`src/hdl/rgr_pkg.sv`:
```
package rgr_pkg;

  // Default size of the graph; the matrix never grows beyond the 6-bit node fields.
  localparam int MAX_NODES_DEF = 64;
  localparam int NODE_FIELD_MAX = 64;

  // Command codes.
  localparam logic [1:0] CMD_ADD   = 2'd0;
  localparam logic [1:0] CMD_CHECK = 2'd1;
  localparam logic [1:0] CMD_CLEAR = 2'd2;

  // Result status codes.
  localparam logic [2:0] ST_STORED      = 3'd0;
  localparam logic [2:0] ST_REJECTED    = 3'd1;
  localparam logic [2:0] ST_CLEARED     = 3'd2;
  localparam logic [2:0] ST_ALL_REACHED = 3'd3;
  localparam logic [2:0] ST_UNREACHABLE = 3'd4;

  // One input beat.
  typedef struct packed {
    logic [1:0] command;
    logic [5:0] node_a;
    logic [5:0] node_b;
  } rgr_item_t;

  // One result beat.
  typedef struct packed {
    logic [2:0] status;
    logic [5:0] unreachable_node;
  } rgr_result_t;

  // Commands from the controller to the datapath.
  typedef struct packed {
    logic       latch;     // capture the endpoints of an accepted add
    logic       rd_b;      // read row node_b (row node_a otherwise)
    logic       rd_ptr;    // read the row under the scan pointer and expand it
    logic       wr_a;      // write row node_a with bit node_b set
    logic       wr_b;      // write row node_b with bit node_a set
    logic       clr;       // empty the whole matrix
    logic       chk_init;  // start a check with only node zero reached
    logic       ptr_clr;   // scan pointer back to node zero
    logic       ptr_inc;   // scan pointer to the next defined node
    logic       res_we;    // present a result beat
    logic [2:0] res_code;  // status of that beat
  } rgr_cmd_t;

  // Status from the datapath to the controller.
  typedef struct packed {
    logic add_ok;        // both endpoints of the offered add are defined nodes
    logic n_zero;        // no node is defined
    logic pending_zero;  // every reached node has had its row expanded
    logic scan_hit;      // node under the pointer is defined and not reached
    logic scan_last;     // pointer stands on the last defined node
  } rgr_stat_t;

endpackage

```
`src/hdl/rgr_ctrl.sv`:
```
module rgr_ctrl (
  input  logic                clk,
  input  logic                rst,
  input  logic                start,
  input  logic [1:0]          command,
  input  rgr_pkg::rgr_stat_t  stat,
  output rgr_pkg::rgr_cmd_t   cmd,
  output logic                busy
);

  localparam logic [2:0] S_IDLE  = 3'd0;
  localparam logic [2:0] S_RD_A  = 3'd1;
  localparam logic [2:0] S_WR_A  = 3'd2;
  localparam logic [2:0] S_RD_B  = 3'd3;
  localparam logic [2:0] S_WR_B  = 3'd4;
  localparam logic [2:0] S_EXP   = 3'd5;
  localparam logic [2:0] S_SCAN  = 3'd6;

  logic [2:0] state;
  logic [2:0] state_next;

  // State register.
  always_ff @(posedge clk) begin
    if (rst) begin
      state <= S_IDLE;
    end else begin
      state <= state_next;
    end
  end

  assign busy = (state != S_IDLE);

  // Next state and datapath commands.
  always_comb begin
    cmd        = '0;
    state_next = state;
    unique case (state)
      S_IDLE: begin
        if (start) begin
          unique case (command)
            rgr_pkg::CMD_ADD: begin
              if (stat.add_ok) begin
                cmd.latch  = 1'b1;
                state_next = S_RD_A;
              end else begin
                cmd.res_we   = 1'b1;
                cmd.res_code = rgr_pkg::ST_REJECTED;
              end
            end
            rgr_pkg::CMD_CHECK: begin
              if (stat.n_zero) begin
                cmd.res_we   = 1'b1;
                cmd.res_code = rgr_pkg::ST_ALL_REACHED;
              end else begin
                cmd.chk_init = 1'b1;
                cmd.ptr_clr  = 1'b1;
                state_next   = S_EXP;
              end
            end
            rgr_pkg::CMD_CLEAR: begin
              cmd.clr      = 1'b1;
              cmd.res_we   = 1'b1;
              cmd.res_code = rgr_pkg::ST_CLEARED;
            end
            default: begin
              cmd.res_we   = 1'b1;
              cmd.res_code = rgr_pkg::ST_REJECTED;
            end
          endcase
        end
      end
      // The read port addresses row node_a when nothing else is asked for.
      S_RD_A: begin
        state_next = S_WR_A;
      end
      S_WR_A: begin
        cmd.wr_a   = 1'b1;
        state_next = S_RD_B;
      end
      S_RD_B: begin
        cmd.rd_b   = 1'b1;
        state_next = S_WR_B;
      end
      S_WR_B: begin
        cmd.wr_b     = 1'b1;
        cmd.res_we   = 1'b1;
        cmd.res_code = rgr_pkg::ST_STORED;
        state_next   = S_IDLE;
      end
      // Sweep the rows round and round until no reached node is left unexpanded.
      S_EXP: begin
        if (stat.pending_zero) begin
          cmd.ptr_clr = 1'b1;
          state_next  = S_SCAN;
        end else begin
          cmd.rd_ptr  = 1'b1;
          cmd.ptr_inc = 1'b1;
        end
      end
      // Walk up from node zero to the first defined node that was not reached.
      S_SCAN: begin
        if (stat.scan_hit) begin
          cmd.res_we   = 1'b1;
          cmd.res_code = rgr_pkg::ST_UNREACHABLE;
          state_next   = S_IDLE;
        end else if (stat.scan_last) begin
          cmd.res_we   = 1'b1;
          cmd.res_code = rgr_pkg::ST_ALL_REACHED;
          state_next   = S_IDLE;
        end else begin
          cmd.ptr_inc = 1'b1;
        end
      end
      default: begin
        state_next = S_IDLE;
      end
    endcase
  end

endmodule

```
`config.mk`:
```
export PLATFORM = sky130hd
export DESIGN_NAME = rgr_ctrl
export DESIGN_NICKNAME = d
export VERILOG_FILES = /design/src/hdl/rgr_pkg.sv /design/src/hdl/rgr_ctrl.sv
export SDC_FILE = /design/constraint.sdc
export NUM_CORES = 1
export LEC_CHECK = 0
export ABC_AREA = 1
export BUFFER_PORTS_ARGS = -buffer_cell sky130_fd_sc_hd__buf_2
export CAP_MARGIN = 20
export CORE_AREA = 2 2 39 41
export DETAILED_ROUTE_END_ITERATION = 7
export DIE_AREA = 0 0 41 43
export GPL_ROUTABILITY_DRIVEN = 0
export GPL_TIMING_DRIVEN = 0
export SLEW_MARGIN = 0
export SYNTH_ARGS = -nofsm -noshare
export SYNTH_HDL_FRONTEND = slang
export SYNTH_SLANG_ARGS = --single-unit
export TNS_END_PERCENT = 1
```
`constraint.sdc`:
```
create_clock -name clk -period 1.33 [get_ports clk]
set_input_delay 0.0665 -clock clk [delete_from_list [all_inputs] [get_ports clk]]
set_output_delay 0.0665 -clock clk [all_outputs]
set_load 0.1 [all_outputs]
```
==> metrics.log <==
[metrics] worst setup timing slack at the placement stage: -80.3 ps
[metrics] worst-case clock buffer depth: 2
[metrics] cell family contributing the most delay on the critical path: buffers and inverters
[metrics] clock-pin slew on the worst setup and hold paths: 40 ps
[metrics] Sw Share: 0.638
[metrics] worst slew pin tran: slightly below 500 ps
[metrics] number of antenna violations at the first check in global routing: 0
[metrics] worst ir drop on vdd: 0.00178 V
[metrics] Die Width: 41 um
[metrics] mean instance size in the synthesized netlist: 5.30 sq um
[metrics] Syn Std Cell Area: approximately 380 sq um
[metrics] max-cap violations: 0
[metrics] ratio of final minimum period to clock period: 1.04
[metrics] Combinational Power Share: 0.815
[metrics] number of placement rows: 14
[metrics] end of the worst register-to-register path: state[0]
[metrics] Worst Hold Launch: rst
[metrics] delay of the slowest cell on the worst path: 360 ps
[metrics] CP Class: register to output port
[metrics] Register-to-Register Setup Slack: 160 ps
[metrics] DP Cell Count: 110
[metrics] Most flops, register: state
[metrics] post-route minimum period: 1380 ps
[metrics] Synthesized Nets: 81
[metrics] max-slew headroom at the worst pin: 0.681
[metrics] filler cell count in the final layout: 125
[metrics] max-slew violation total from the final report: 0
[metrics] net total in the final layout: 112
[metrics] CTS tree: yes
[metrics] vias in the first global route: 478
[metrics] Critical Path Sink Type: output port
[metrics] core occupancy in the finished layout: 0.610
[metrics] crit start category: register
[metrics] reg2reg start: state[1]
[metrics] CP max-delay cell: dfxtp_4
[metrics] I/O Buffers: 23
[metrics] boundary pin count: 24
[metrics] Crit path required time: between 1000 and 1500 ps
[metrics] status: finished with violations
[metrics] detailed-placement wirelength estimate: 858 um
[metrics] highest attainable clock frequency: 0.726 GHz
[metrics] Final Setup Violations: 5
[metrics] wire per inst: 10.2 um
[metrics] Top Registers: state: 3 flops
[metrics] clk root buf: clkbuf_4
[metrics] leading cell types by total area after synthesis: dfxtp_1 (16%), inv_1 (14%), nand3_1 (13%)
[metrics] Num CTS Buffers: 3
[metrics] synthesis-to-layout area growth: 124%
[metrics] # clock sinks: 3
[metrics] Yosys cell types: 14
[metrics] layout cell share with drive strength beyond 1: 0.554
[metrics] skew final: ~6.4 ps
[metrics] critical path buffer and inverter count: 3
[metrics] number of H-tree levels: 1
[metrics] die area: 1760 sq um
[metrics] detailed-router iteration count before antenna repair: 4
[metrics] DRC violations left: 0
[metrics] die height: 43 um
[metrics] setup repair after global routing missed its margin: true
[metrics] overall global routing resource usage: 0.157
[metrics] worst hold slack across all endpoints: slightly above 80 ps
[metrics] Via Count: 538
[metrics] static leakage power: 0.416 nW
[metrics] cell-by-cell trace of the critical path: inv_6 -> nand3_4 -> inv_4 -> nand2_8 -> nor3_4 -> buf_12
[metrics] gr ovfl total: 0
[metrics] worst skew pair latency: 240 ps
[metrics] largest driver fanout on the critical path: 6
[metrics] Power Dens Cells: 2630 nW/um^2
[metrics] Worst EP arrival: about 1300 ps
[metrics] DRC marker count from the first detailed-route iteration: 17
[metrics] violated checks: setup timing
[metrics] post-layout instance count excluding filler cells: 117
[metrics] number of instances on the worst hold path: 4
[metrics] Synthesis Warnings: 0
[metrics] area fraction of the dominant cell type after synthesis: 0.159
[metrics] post-detailed-route via-to-cell ratio: around 4.6
[metrics] slack of the critical path: -47.9 ps
[metrics] Hold Path Class: input port to register
[metrics] synthesized flop and latch total: 3
[metrics] Antenna Violating Nets Remaining: 0
[metrics] diode insertion count for antenna repair: 0
[metrics] sequential element share of the synthesized area: 0.159
[metrics] initial cell density of the core: 0.272
[metrics] cell-internal power: 0.804 mW
[metrics] net switching power: 1.42 mW
[metrics] number of endpoints with negative hold slack in the final report: 0
[metrics] Hold Path Sink: state[2]
[metrics] share of power burned in the clock network: 0.073
[metrics] final wirelength: 1.19 mm
[metrics] Register-to-Register Path Depth: 8
[metrics] maximum number of pins on one net before global-route repair: 7
[metrics] count of mapped cells out of synthesis: 71
[metrics] Critical path origin: state[2]
[metrics] max FFs per register: 3
[metrics] core footprint: about 1400 sq um
[metrics] sequential cell fraction of total power: 0.112
[metrics] wire length of the first global-routing pass: 1.95 mm
[metrics] area leader, netlist: dfxtp_1
==> tightest hold or removal path, stage by stage <==
cell,delay (ps)
buf_2,90
a21oi_1,40
nand2_1,60
inv_1,30
==> cell type report <==
class | instances | area [sq um] | share of cell area
Clock buffer | 4 | 26.3 | 0.0311
Inverter | 17 | 76.3 | 0.0904
Multi-Input combinational cell | 51 | 377 | 0.446
Sequential cell | 3 | 71.3 | 0.0844
Tap cell | 16 | 20.0 | 0.0237
Timing Repair Buffer | 26 | 274 | 0.324
==> power groups by stage <==
stage / clock [mW] / combinational (mW) / sequential (mW)
6_report: 0.162 / 1.81 / 0.248
5_1_grt: 0.183 / 1.90 / 0.252
4_1_cts: 0.170 / 1.79 / 0.247
3_5_place_dp: 0 / 1.52 / 0.233
3_3_place_gp: 0 / 1.52 / 0.233
2_1_floorplan: 0 / 1.34 / 0.220
==> per-layer routing <==
| layer | global-route usage | vias to the layer above | wire [um] | part of all wire |
|---|---|---|---|---|
| li1 | - | 285 | - | - |
| met1 | 0.190 | 234 | 493 | 0.41 |
| met2 | 0.266 | 19 | 631 | 0.53 |
| met3 | 0.0471 | 0 | 69 | 0.058 |
| met4 | 0.0200 | 0 | 0 | 0 |
| met5 | 0 | - | 0 | 0 |
==> cells in the mapped netlist <==
library cell and n:
a21oi_1 4, dfxtp_1 3, inv_1 14, inv_2 3, nand2_1 13, nand3_1 10
nand3_2 2, nor2_1 10, nor2_2 1, nor2_4 2, nor3_1 2, o21ai_0 5
o22ai_1 1, or2_2 1
==> logic make-up (layout without fill, tap and decap cells) <==
group	count (synthesis)	after routing	synth area share
AND/OR/NAND/NOR	41	41	0.535
AO/OA/AOI/OAI	10	10	0.136
flip-flops	3	3	0.159
buffers and inverters	17	47	0.169
==> layout by cell type, fill, tap and decap left out <==
cell and instances:
inv_2 1, nand2_2 1, nand3_4 2, or2_2 1
clkbuf_1 1, buf_4 5, buf_12 8, o21ai_4 2
buf_6 1, inv_1 12, inv_6 1, nand3_1 8
nand2_8 1, inv_4 3, buf_2 10, nand2_1 11
nor2_2 2, dfxtp_4 3, o22ai_4 1, nor2_4 4
nand3_2 2, nor3_4 2, o21ai_0 3, a21oi_1 3
a21oi_2 1, nor2_1 7, clkbuf_4 5
==> worst max path at each step <==
stage | end | depth (start not counted)
6_report | cmd[7] | 6
2_1_floorplan | cmd[7] | 5
4_1_cts | cmd[7] | 6
5_1_grt | cmd[7] | 6
3_5_place_dp | cmd[1] | 6
3_3_place_gp | cmd[1] | 6
==> per-stage QoR <==
step	power, mW	area, sq um	setup TNS [ps]
2_1_floorplan	1.56	495	-3520
5_1_grt	2.34	845	-619
4_1_cts	2.21	831	-203
3_3_place_gp	1.75	631	-311
6_report	2.22	845	-182
3_5_place_dp	1.76	631	-314
==> timing repair <==
item	in CTS	in global routing
setup buffers	3	0
pin swaps	6	1
resized for setup	42	4
hold buffers	0	0
setup endpoints to repair	10	11
Note: power is estimated with default switching activity, not from simulation.
